File: config.mk
export PLATFORM = sky130hd
export DESIGN_NAME = gss_front
export DESIGN_NICKNAME = d
export VERILOG_FILES = /design/src/design/gauss_seidel_grid_solver_assert.svh /design/src/design/gss_pkg.sv /design/src/design/gss_front.sv
export SDC_FILE = /design/constraint.sdc
export NUM_CORES = 1
export LEC_CHECK = 0
export ABC_AREA = 1
export ABC_CLOCK_PERIOD_IN_PS = 13200
export BUFFER_PORTS_ARGS = -buffer_cell sky130_fd_sc_hd__buf_2
export CELL_PAD_IN_SITES_DETAIL_PLACEMENT = 0
export CELL_PAD_IN_SITES_GLOBAL_PLACEMENT = 1
export CORE_MARGIN = 2
export CORE_UTILIZATION = 30
export CTS_BUF_LIST = sky130_fd_sc_hd__clkbuf_2 sky130_fd_sc_hd__clkbuf_4 sky130_fd_sc_hd__clkbuf_8
export DETAILED_ROUTE_END_ITERATION = 10
export GPL_ROUTABILITY_DRIVEN = 1
export GPL_TIMING_DRIVEN = 1
export PLACE_DENSITY_LB_ADDON = 0.1
export REMOVE_ABC_BUFFERS = 1
export SYNTH_ARGS = -nofsm -noshare
export SYNTH_HDL_FRONTEND = slang
export SYNTH_SLANG_ARGS = --single-unit
File: constraint.sdc
create_clock -name i_clk -period 13.2 [get_ports i_clk]
set_input_delay 1.32 -clock i_clk [delete_from_list [all_inputs] [get_ports i_clk]]
set_output_delay 1.32 -clock i_clk [all_outputs]
set_load 0.02 [all_outputs]
File: src/design/gauss_seidel_grid_solver_assert.svh
// ----------------------------------------------------------------------------
// Assertion macros for the grid solver
// Concurrent checks that compile away when ASSERT_OFF is set.
// ----------------------------------------------------------------------------
`ifndef GAUSS_SEIDEL_GRID_SOLVER_ASSERT_SVH
`define GAUSS_SEIDEL_GRID_SOLVER_ASSERT_SVH

`ifndef ASSERT_OFF
// expression holds at every clock edge outside reset
`define GSS_ASSERT_ALWAYS(lbl, clk, rst_n, expr) \
    lbl: assert property (@(posedge clk) disable iff (!rst_n) (expr)) \
        else $error("assertion failed");
// antecedent implies consequent in the same cycle
`define GSS_ASSERT_IMPL(lbl, clk, rst_n, ante, cons) \
    lbl: assert property (@(posedge clk) disable iff (!rst_n) (ante) |-> (cons)) \
        else $error("assertion failed");
// antecedent implies consequent in the next cycle
`define GSS_ASSERT_NEXT(lbl, clk, rst_n, ante, cons) \
    lbl: assert property (@(posedge clk) disable iff (!rst_n) (ante) |=> (cons)) \
        else $error("assertion failed");
`else
`define GSS_ASSERT_ALWAYS(lbl, clk, rst_n, expr)
`define GSS_ASSERT_IMPL(lbl, clk, rst_n, ante, cons)
`define GSS_ASSERT_NEXT(lbl, clk, rst_n, ante, cons)
`endif

`endif

File: src/design/gss_pkg.sv
// ----------------------------------------------------------------------------
// gss_pkg
// Types and constants shared by the grid solver modules.
// ----------------------------------------------------------------------------
package gss_pkg;

    localparam int GRID_MAX   = 64;
    localparam int COORD_BITS = $clog2(GRID_MAX);
    localparam int ADDR_BITS  = 2 * COORD_BITS;
    localparam int CELLS      = GRID_MAX * GRID_MAX;
    localparam int VALUE_BITS = 32;
    localparam int SIZE_BITS  = 7;
    localparam int TOL_BITS   = 31;
    localparam int SWEEP_BITS = 16;
    localparam int Q_DEPTH    = 2;

    // request ops
    localparam logic [1:0] OP_WRITE = 2'd0;
    localparam logic [1:0] OP_RUN   = 2'd1;
    localparam logic [1:0] OP_READ  = 2'd2;
    localparam logic [1:0] OP_NONE  = 2'd3;

    // config register indexes
    localparam logic [1:0] CFG_GRID_SIZE  = 2'd0;
    localparam logic [1:0] CFG_TOLERANCE  = 2'd1;
    localparam logic [1:0] CFG_MAX_SWEEPS = 2'd2;

    typedef struct packed {
        logic [1:0]                   op;
        logic [COORD_BITS-1:0]        row;
        logic [COORD_BITS-1:0]        col;
        logic signed [VALUE_BITS-1:0] cell_value;
    } t_in_req;

    typedef struct packed {
        logic signed [VALUE_BITS-1:0] read_value;
        logic [SWEEP_BITS-1:0]        sweep_count;
        logic [TOL_BITS-1:0]          final_delta;
        logic                         converged;
    } t_out_rsp;

    typedef struct packed {
        logic [SIZE_BITS-1:0]  grid_size;
        logic [TOL_BITS-1:0]   tolerance;
        logic [SWEEP_BITS-1:0] max_sweeps;
    } t_cfg;

    // front queue status
    typedef struct packed {
        logic       push;
        logic       q_valid;
        logic [1:0] count;
    } t_front_stat;

    // back status
    typedef struct packed {
        logic pop;
        logic running;
    } t_back_stat;

endpackage

File: src/design/gss_front.sv
// ----------------------------------------------------------------------------
// gss_front
// Accepts requests, drops unknown ops and queues the rest for the back end.
// ----------------------------------------------------------------------------
module gss_front (
    input  logic                 i_clk,
    input  logic                 i_rst_n,
    input  logic                 i_valid,
    output logic                 o_ready,
    input  gss_pkg::t_in_req     i_req,
    input  logic                 i_pop,
    output logic                 o_q_valid,
    output gss_pkg::t_in_req     o_q_req,
    output gss_pkg::t_front_stat o_stat
);

    gss_pkg::t_in_req r_q [gss_pkg::Q_DEPTH];
    logic             r_wptr, r_rptr;
    logic [1:0]       r_count, n_count;
    logic             push, pop;

    assign o_ready = (r_count != 2'(gss_pkg::Q_DEPTH));
    // unknown op never enters the queue
    assign push    = i_valid && o_ready && (i_req.op != gss_pkg::OP_NONE);
    assign pop     = i_pop && (r_count != 2'd0);

    always_comb begin
        n_count = r_count;
        if (push && !pop) begin
            n_count = r_count + 2'd1;
        end else if (pop && !push) begin
            n_count = r_count - 2'd1;
        end
    end

    always_ff @(posedge i_clk) begin
        if (!i_rst_n) begin
            r_wptr  <= 1'b0;
            r_rptr  <= 1'b0;
            r_count <= 2'd0;
        end else begin
            r_count <= n_count;
            if (push) begin
                r_wptr <= ~r_wptr;
            end
            if (pop) begin
                r_rptr <= ~r_rptr;
            end
        end
    end

    // payload slots
    always_ff @(posedge i_clk) begin
        if (push) begin
            r_q[r_wptr] <= i_req;
        end
    end

    assign o_q_valid      = (r_count != 2'd0);
    assign o_q_req        = r_q[r_rptr];
    assign o_stat.push    = push;
    assign o_stat.q_valid = o_q_valid;
    assign o_stat.count   = r_count;

endmodule

# Yosys cells after proc, flatten, opt, wreduce, memory -nomap -nowiden
# Memories as Yosys holds them, arrays and structs flattened. A register that Yosys moved wholly into a read port is not among the register bits.
# Index checks and enable logic that the tools add are counted.
[word_totals] ramBits=92 n_memories=1 latch_bits=0 out_inout_bits=52 regBits=4 elab_cells=25 inputBits=50 mem_bits_ro=0
[memory_table] name="r_q" words=2 width=46 rd=1 rd_clocked_by_memory_dff=1 write_ports=1 line_no="gss_front.sv:17" rtl="gss_pkg::t_in_req r_q [gss_pkg::Q_DEPTH];"
[op_classes] reduce_logical=9 addsub=2 n_mul=0 div=0 magnitude_cmp=0 bitwise=2 shift=0 mux=6 n_eq_ne=2
[ops] operator="1-bit logical AND" n=5
[ops] operator="1-bit 2-to-1 mux" n=4
[ops] operator="2-bit 2-to-1 mux" n=2
[ops] operator="2-bit inequality test (second input constant)" n=2
[ops] operator="2-bit nonzero test" n=2
[ops] operator="2-bit by 1-bit adder with 2-bit output (second input constant)" n=1
[ops] operator="1-bit logical NOT" n=2
[ops] operator="1-bit NOT" n=2
[ops] operator="2-bit by 1-bit subtractor with 2-bit output (second input constant)" n=1

# Longest topological paths before layout
# Gate-level depths: netlist (run 1).
[depth] ltp_word=7 mapped_depth=10 mapped_depth_nobuf=10

# Worst setup path after synthesis (run 1)
# Ideal clock, no wire load.
[synth_path] kind="input port to flip-flop" startpoint="input port i_req[44] (netlist name)" endpoint="memory r_q[0][0] (netlist name), enable pin" arrival_time_ps=4580 path_slack_ps=8113 setup_ps=507 required_ps=12693 cell_stages=3 path_cell_list="nand2_1 nand2_1 nor3_1"
[synth_via] elab_chain_cells=4
[synth_rtl] item="from (decl)" line_no="gss_front.sv:10" rtl="input gss_pkg::t_in_req i_req,"
[synth_rtl] item="2-bit inequality test" line_no="gss_front.sv:24" rtl="assign push = i_valid && o_ready && (i_req.op != gss_pkg::OP_NONE);"
[synth_rtl] item="1-bit logical AND" line_no="gss_front.sv:24"
[synth_rtl] item="1-bit 2-to-1 mux" line_no="gss_front.sv:54" rtl="if (push) begin"
[synth_rtl] item="1-bit 2-to-1 mux (implied by the code)" line_no="gss_front.sv:55" rtl="r_q[r_wptr] <= i_req;"
[synth_rtl] item="to (decl)" line_no="gss_front.sv:17"
# Every way passes these cells.

==> results of run 1 <==
==> where the power goes <==
part / switching, mW / internal [mW] / leakage, nW / total (mW)
Clock: 0.0951 / 0.115 / 0.115 / 0.210
Combinational: 0.117 / 0.101 / 0.815 / 0.218
Sequential: 0.0317 / 0.377 / 0.892 / 0.409
Total: 0.244 / 0.593 / 1.82 / 0.837
==> cells by family after synthesis <==
logic type	after synthesis
fa+ha+maj	1
mux	46
flops	97
simple gates	22
compound gates	3
buf+inv	15
==> worst min-delay path, cell delays in order (launching register included) <==
cell and delay, ns:
dfxtp_1 0.34, nor2_1 0.06, nor2_1 0.08
==> per-stage QoR <==
step	hold slack [ns]	area [um2]	util (%)	setup WS [ns]	power (mW)
final	0.5078	4647	37.28	9.939	0.8374
after global routing	0.5338	4647	37.28	9.854	0.8840
after CTS	0.5043	4647	37.28	9.895	0.8531
after detailed placement	0.4848	4428	35.52	9.938	0.6409
after global placement	0.4827	4428	35.52	9.957	0.6417
after floorplan	0.4669	3684	-	8.113	0.5714
==> worst paths after layout <==
kind / startpoint / to / slack [ns]
worst max-delay path: i_req[44] / o_stat[3] / 9.94
worst min-delay path: r_rptr$_SDFFE_PN0P_ / flop / 0.51
worst max register to register: r_count[1]$_SDFFE_PN0P_ / r_q[1][2]$_DFFE_PP_ / 11.19
worst min register to register: r_rptr$_SDFFE_PN0P_ / flop / 0.51
==> area by class of cell <==
cell class / count / area share (%)
inverter: 8 / 0.6462
sequential: 97 / 61.69
clock inverter: 3 / 1.400
clock buffer: 13 / 3.312
timing repair buffer: 103 / 11.20
tap: 172 / 4.631
multi-input combinational: 72 / 17.12
==> sequential cells by signal (all words and copies together), names as in the netlist, named ones only <==
| name | count |
|---|---|
| r_count | 2 |
| r_rptr | 1 |
| r_q | 92 |
| r_wptr | 1 |
==> placed cells by master, fill, tap and decap left out, drive strengths merged <==
master,netlist,routed
buf,7,103
edfxtp,92,92
mux2,46,46
clkbuf,0,13
nand2,11,11
inv,8,8
nor2,8,8
dfxtp,5,5
bufinv,0,2
o21a,1,1
nor3,1,1
o21ai,1,1
a21oi,1,1
nand3,1,1
nand4,1,1
ha,1,1
clkinv,0,1
==> layer usage <==
metal,up-vias,GRT usage [%],wire length [um]
met4,0,6.429,169
met5,-,0,0
met3,13,2.854,367
met2,56,16.20,3291
li1,904,-,-
met1,913,12.39,2856
==> results.yml, run 1 <==
place:
  dpl.cell_count: 452
  gp_congestion: 0.6648
  port_buffers: 101
  dpl.hpwl_mm: 4.128
setup_path:
  cp.depth: 5
  critical_path.top_delay_family: "simple AND/OR/NAND/NOR gates"
  worst-endpoint-required_ns: 11.88
  cp_slowest_cell: "buf_2"
  start_kind: "input port"
  crit_buf_inv: 2
  crit_chain: "buf_2 > nand2_1 > nand2_1 > nor2_2 > buf_2"
  max_stage_delay_ns: 0.20
  worst-path-max-fanout: 4
  reg2regPathDepth: 5
  path_class: "input port to output port"
  end_kind: "output port"
  worstPathArrival_ns: 1.94
floorplan:
  coreArea_mm2: 0.01247
  placementRows: 41
  die_w_um: 116.4
  initial_utilization_pct: 30.40
  die_area_mm2: 0.01355
  die_h_um: 116.4
  io_pins: 102
job:
  maxCapViolCount: 0
sta:
  skew_ns: 0.008782
  hold_viol: 0
  fin_crit_sh_pct: 24.70
  report.final.slew_viol_count: 0
  max-slew-margin-rel_pct: 27.60
  fin_crit_ns: 3.261
  fmax_mhz: 306.7
  worst_pin_slew_ns: 1.084
  setup_violations: 0
  rsz0062_at_grt: "no"
  fin_tns_setup_ns: 0
synthesis:
  yosysUniqueCellTypes: 18
  synth_top_family_by_area: "multiplexers"
  synth_top_cells_by_count: "edfxtp_1, mux2_4, nand2_1, inv_1"
  synthMuxAreaShare_pct: 17.63
  synth.most_common_cell: "edfxtp_1"
  syn-cell-area_mm2: 0.003790
  synth_area_leaders: "edfxtp_1, mux2_4, dfxtp_1"
  synthAdderAreaFrac_pct: 0.3301
  yosys_warnings: 0
  synth_edf_count: 92
  synth_top_area_share_pct: 72.90
  ys_async_sr_fraction_pct: 0
  synthSimpleGateAreaFrac_pct: 2.443
  synth_compound_area_share_pct: 0.4622
  ys_ff_latch: 97
  synth.avg_cell_area_um2: 20.60
  ys.flop_type: "edfxtp_1"
  synth_top_area_cell: "edfxtp_1"
  synth_cells: 184
  synthXorXnorAreaFrac_pct: 0
  ys_seq_area_share_pct: 75.54
clock_network:
  clock-sinks: 97
  insertion_delay_ns: 0.35
  clock_path_buffers: 2
  post_cts_resized: 0
  clk_pin_slew_ns: 0.08
  hold_buffers: 0
  cts.root.buffer_cell: "clkbuf_8"
  cts_setup_buffers: 0
  cts_buffers: 9
  cts_max_level: 3
  cts_tree: "built"
routing:
  via_count: 1886
  drt_iter0_drc: 80
  drt-pass1-iter-count: 5
  drc: 0
  ant_nets: 0
  routed_via_density: 4.030
  wirelength_mm: 6.684
  wl_per_cell_um: 14.28
global_route:
  antenna_found_initial: 0
  grt_pass1_vias: 1873
  gr-total-overflow: 0
  grt_usage_pct: 10.24
  grt_pass1_wl_mm: 9.894
  grt_start_max_net_pins: 47
hold_path:
  min-delay-path-class: "flop to flop"
  min_delay_path_depth: 2
final_layout:
  fin_cells: 468
  area_growth_pct: 22.61
  multi_input_area_um2: 795.8
  seqCellArea_mm2: 0.002867
  drive_above_1_share_pct: 57.43
  num_antenna_cells: 0
  fill_cells: 1199
  fin_nets: 342
pwr:
  p_leak_nw: 1.823
  power_density_mw_per_mm2: 180.2
  vdd_drop_max_mv: 0.09406
outcome:
  status: "completed"
Power figures use the tool's default switching activity.
==> run 2, diff against run 1 <==
--- a/config.mk
+++ b/config.mk
@@ -6,7 +6,7 @@
 export NUM_CORES = 1
 export LEC_CHECK = 0
 export ABC_AREA = 1
-export ABC_CLOCK_PERIOD_IN_PS = 13200
+export ABC_CLOCK_PERIOD_IN_PS = 3100
 export BUFFER_PORTS_ARGS = -buffer_cell sky130_fd_sc_hd__buf_2
 export CELL_PAD_IN_SITES_DETAIL_PLACEMENT = 0
 export CELL_PAD_IN_SITES_GLOBAL_PLACEMENT = 1
==> constraint.sdc (replaced) <==
create_clock -name i_clk -period 3.1 [get_ports i_clk]
set_input_delay 0.31 -clock i_clk [delete_from_list [all_inputs] [get_ports i_clk]]
set_output_delay 0.31 -clock i_clk [all_outputs]
set_load 0.02 [all_outputs]
==> results.yml, run 2 (synthesis results as in run 1) <==
outcome:
  status: "completed"
final_layout:
  multi_input_area_um2: 795.8
  fin_nets: 343
  final_cell_mix: "buf_2, edfxtp_1, mux2_4"
  reg.largest.list: "r_q (92), r_count (2)"
  fin_cells: 469
  largest_reg_flops: 92
  num_antenna_cells: 0
  seqCellArea_mm2: 0.002867
  drive_above_1_share_pct: 57.58
  fill_cells: 1226
  area_growth_pct: 23.08
  final_common_cell: "buf_2"
  registers.top_by_ff_count: "r_q"
global_route:
  groute.layer.met1.usage_pct: 12.03
  gr-total-overflow: 0
  grt.busiest_layer: "met2"
  grt_usage_pct: 10.53
  grt_pass1_wl_mm: 10.24
  grt_use_met2_pct: 17.67
  met3_usage_pct: 2.958
  grt_pass1_vias: 1992
  grt_start_max_net_pins: 47
  antenna_found_initial: 0
setup_path:
  worst-endpoint-required_ns: 2.79
  crit_buf_inv: 1
  end_kind: "output port"
  crit_chain: "mux2_2 > buf_2"
  cp.depth: 2
  path_class: "flop to output port"
  critical_path.top_delay_family: "flip-flops"
  max_stage_delay_ns: 0.95
  cp_slowest_cell: "dfxtp_4"
  worst-path-max-fanout: 46
  start_kind: "flop"
  reg2regPathDepth: 6
  worstPathArrival_ns: 1.90
routing:
  drt_iter0_drc: 63
  ant_nets: 0
  routed_via_density: 4.049
  drt-pass1-iter-count: 4
  via_count: 1899
  wl_per_cell_um: 14.95
  wirelength_mm: 7.012
  drc: 0
clock_network:
  cts.root.buffer_cell: "clkbuf_8"
  cts_setup_buffers: 0
  hold_buffers: 0
  insertion_delay_ns: 0.36
  clock_path_buffers: 2
  cts_max_level: 3
  post_cts_resized: 0
  clk_pin_slew_ns: 0.09
  cts_buffers: 9
  clock-sinks: 97
  cts_tree: "built"
sta:
  fin_crit_sh_pct: 71.35
  hold_viol: 0
  worst_pin_slew_ns: 0.8881
  report.final.slew_viol_count: 0
  fmax_mhz: 452.1
  skew_ns: 0.01044
  rsz0062_at_grt: "no"
  setup_violations: 0
  max-slew-margin-rel_pct: 40.79
  fin_crit_ns: 2.212
  fin_tns_setup_ns: 0
hold_path:
  min_delay_path_depth: 1
  min-delay-path-class: "input port to flop"
place:
  dpl.cell_count: 453
  gp_congestion: 0.6621
  port_buffers: 101
  dpl.hpwl_mm: 4.334
pwr:
  finalPower_mw: 3.607
  p_leak_nw: 1.828
  vdd_drop_max_mv: 0.3267
  power_density_mw_per_mm2: 773.3
floorplan:
  die_w_um: 116.4
  coreArea_mm2: 0.01247
  die_area_mm2: 0.01355
  die_h_um: 116.4
  io_pins: 102
  placementRows: 41
  initial_utilization_pct: 30.40
job:
  maxCapViolCount: 0
run 2: changes by cell type in the layout (fill, tap and decap cells not counted), sizes merged:
cell / change
clkinvlp: +1
clkbuf: -2
buf: +1
clkinv: +1
run 2: final timing paths:
| path | from | to | slack (ns) |
|---|---|---|---|
| worst max-delay path | flop | o_q_req[42] | 0.89 |
| worst min-delay path | i_req[6] | r_q[0][6]$_DFFE_PP_ | 0.13 |
| worst max register to register | r_count[1]$_SDFFE_PN0P_ | r_q[1][37]$_DFFE_PP_ | 1.31 |
| worst min register to register | r_rptr$_SDFFE_PN0P_ | flop | 0.51 |
run 2: report_power, final:
group | switching, mW | internal (mW) | leakage, nW
sequential | 0.136 | 1.61 | 0.892
clock | 0.434 | 0.496 | 0.115
combinational | 0.504 | 0.432 | 0.821
run 2: layout make-up:
cell class                      count  share of cell area [%]
Inverter                            8                  0.6438
Clock inverter                      5                   1.663
Tap cell                          172                   4.614
Multi-Input combinational cell     72                   17.06
Clock buffer                       11                   3.246
Timing Repair Buffer              104                   11.32
Sequential cell                    97                   61.45
run 2: metal layers:
| metal | part of all wire, % | up-vias |
|---|---|---|
| li1 | - | 906 |
| met1 | 43 | 930 |
| met2 | 50 | 53 |
| met3 | 5.6 | 10 |
| met4 | 1.9 | 0 |
| met5 | 0 | - |
run 2: stage by stage:
step | utilization (%) | cell area (um2) | hold WS (ns) | worst slack [ns]
global route | 37.42 | 4664 | 0.1067 | 0.7792
floorplan | - | 3684 | 0.4089 | -1.191
finish | 37.42 | 4664 | 0.1334 | 0.8881
CTS | 37.42 | 4664 | 0.1086 | 0.8006
global placement | 35.58 | 4436 | 0.4830 | 1.225
detailed placement | 35.58 | 4436 | 0.4929 | 1.220
run 2: worst register-to-register path, delay by kind of cell, from the launching register on:
kind | cells | cell delay [ns]
and+or+nand+nor | 3 | 0.37
DFF | 1 | 0.35
buffers and inverters | 3 | 0.70
==> run 3, diff against run 2 <==
--- a/config.mk
+++ b/config.mk
@@ -6,7 +6,7 @@
 export NUM_CORES = 1
 export LEC_CHECK = 0
 export ABC_AREA = 1
-export ABC_CLOCK_PERIOD_IN_PS = 3100
+export ABC_CLOCK_PERIOD_IN_PS = 1890
 export BUFFER_PORTS_ARGS = -buffer_cell sky130_fd_sc_hd__buf_2
 export CELL_PAD_IN_SITES_DETAIL_PLACEMENT = 0
 export CELL_PAD_IN_SITES_GLOBAL_PLACEMENT = 1
==> constraint.sdc (replaced) <==
create_clock -name i_clk -period 1.89 [get_ports i_clk]
set_input_delay 0.189 -clock i_clk [delete_from_list [all_inputs] [get_ports i_clk]]
set_output_delay 0.189 -clock i_clk [all_outputs]
set_load 0.02 [all_outputs]
==> results.yml, run 3 (synthesis results as in run 1) <==
final_layout:
  drive_above_1_share_pct: 52.63
  fin_cells: 495
  fin_util_pct: 39.72
  fin_nets: 370
  registers.top_by_ff_count: "r_q"
  largest_reg_flops: 92
  fin_area_mm2: 0.004951
  final_cell_mix: "buf_2, edfxtp_1, mux2_4"
  num_antenna_cells: 0
  area_growth_pct: 30.64
  reg.largest.list: "r_q (92), r_count (2)"
  final_common_cell: "buf_2"
routing:
  routed_via_density: 4.046
  ant_nets: 0
  drc: 0
  drt-pass1-iter-count: 4
  wirelength_mm: 6.951
  via_count: 2003
  drt_iter0_drc: 63
  wl_per_cell_um: 14.04
pwr:
  swShare_pct: 29.28
  internal-power_mw: 4.160
  p_leak_nw: 1.944
  p_clk_share_pct: 23.8
  pwr-share-comb_pct: 29.7
  p_switching_mw: 1.722
  power_density_mw_per_mm2: 1188
  seqPwrFrac_pct: 46.6
  vdd_drop_max_mv: 0.5722
  finalPower_mw: 5.883
floorplan:
  placementRows: 41
  die_h_um: 116.4
  initial_utilization_pct: 30.40
  die_w_um: 116.4
  die_area_mm2: 0.01355
  io_pins: 102
  coreArea_mm2: 0.01247
clock_network:
  cts.root.buffer_cell: "clkbuf_8"
  clk_pin_slew_ns: 0.09
  cts_buffers: 9
  insertion_delay_ns: 0.35
  cts_setup_buffers: 0
  cts_max_level: 3
  cts_tree: "built"
  clock_path_buffers: 2
  clock-sinks: 97
setup_path:
  ff2ff_setup_slack_ns: 0.34
  end_kind: "output port"
  start_kind: "flop"
  reg2regPathDepth: 6
  worstPathArrival_ns: 1.61
  crit-reg2reg-launch: "r_count[1]$_SDFFE_PN0P_"
  worst-endpoint-required_ns: 1.70
  worst-path-max-fanout: 18
  path_class: "flop to output port"
  rr_endpoint: "r_q[1][2]$_DFFE_PP_"
sta:
  report.final.slew_viol_count: 0
  fmax_mhz: 557.0
  hold_viol: 0
  max-slew-margin-rel_pct: 72.73
  fin_ws_ns: 0.09480
  setup_violations: 0
  worst_pin_slew_ns: 0.4091
  holdWs_ns: 0.02672
  fin_crit_ns: 1.795
  skew_ns: 0.008175
  fin_crit_sh_pct: 94.98
  rsz0062_at_grt: "no"
  fin_tns_setup_ns: 0
global_route:
  grt_pass1_vias: 1998
  gr-total-overflow: 0
  antenna_found_initial: 0
  grt_start_max_net_pins: 29
  grt_pass1_wl_mm: 10.47
  grt_usage_pct: 10.77
place:
  port_buffers: 101
  dp_worst_setup_slack_ns: 0.3099
  dpl_cell_area_mm2: 0.004508
  dpl.hpwl_mm: 4.601
  gp_congestion: 0.6543
  dpl.cell_count: 456
outcome:
  status: "completed"
hold_path:
  hold_end: "r_q[1][5]$_DFFE_PP_"
  min_delay_path_depth: 1
  holdCritStartpoint: "i_req[5]"
  min-delay-path-class: "input port to flop"
job:
  maxCapViolCount: 0
## run 3: changes by cell type in the layout (fill, tap and decap cells not counted)
| cell | delta |
|---|---|
| buf_12 | +4 |
| clkinvlp_4 | -1 |
| dlygate4sd3_1 | +24 |
| clkbuf_8 | -2 |
| clkinv_2 | -2 |
| clkbuf_4 | +1 |
| clkinv_1 | +3 |
| buf_4 | -1 |
## run 3: timing repair
item	in CTS	in global routing
endpoints found under the hold margin	40	8
resized for setup	0	0
hold buffers	20	4
setup endpoints to repair	0	0
## run 3: worst max-delay path: stages (launching register included)
cell     delay (ns)
dfxtp_4        0.50
buf_12         0.23
mux2_2         0.36
buf_2          0.16
## run 3: per-layer routing
| layer | vias to the layer above | GRT usage [%] | wire (um) |
|---|---|---|---|
| li1 | 959 | - | - |
| met1 | 978 | 12.75 | 2941 |
| met2 | 55 | 17.91 | 3506 |
| met3 | 11 | 3.269 | 384 |
| met4 | 0 | 5.238 | 118 |
| met5 | - | 0 | 0 |
## run 3: layout make-up
cell class	instances	area (um2)
clock buffer	10	131.4
clock inverter	5	71.32
fill	1187	7515
inverter	8	30.03
multi-input combinational	72	795.8
sequential	97	2867
tap	172	215.2
timing repair buffer	131	840.8
## run 3: how the worst max path moves through the flow
stage	slack (ns)	from	end
CTS	0.04	flop	o_q_req[45]
floorplan	-2.40	r_count[0]$_SDFFE_PN0P_	r_q[0][0]$_DFFE_PP_
global placement	0.35	r_count[1]$_SDFFE_PN0P_	r_q[1][28]$_DFFE_PP_
finish	0.09	flop	o_q_req[45]
detailed placement	0.31	r_count[1]$_SDFFE_PN0P_	r_q[1][17]$_DFFE_PP_
global route	0.01	flop	o_q_req[39]
## run 3: power groups by stage
| stage | Clock [mW] | Combinational, mW | Sequential, mW |
|---|---|---|---|
| after floorplan | 0 | 1.11 | 2.89 |
| after detailed placement | 0 | 1.74 | 2.80 |
| after global routing | 1.54 | 1.89 | 2.77 |
| after global placement | 0 | 1.76 | 2.79 |
| final | 1.40 | 1.75 | 2.74 |
| after CTS | 1.47 | 1.78 | 2.74 |
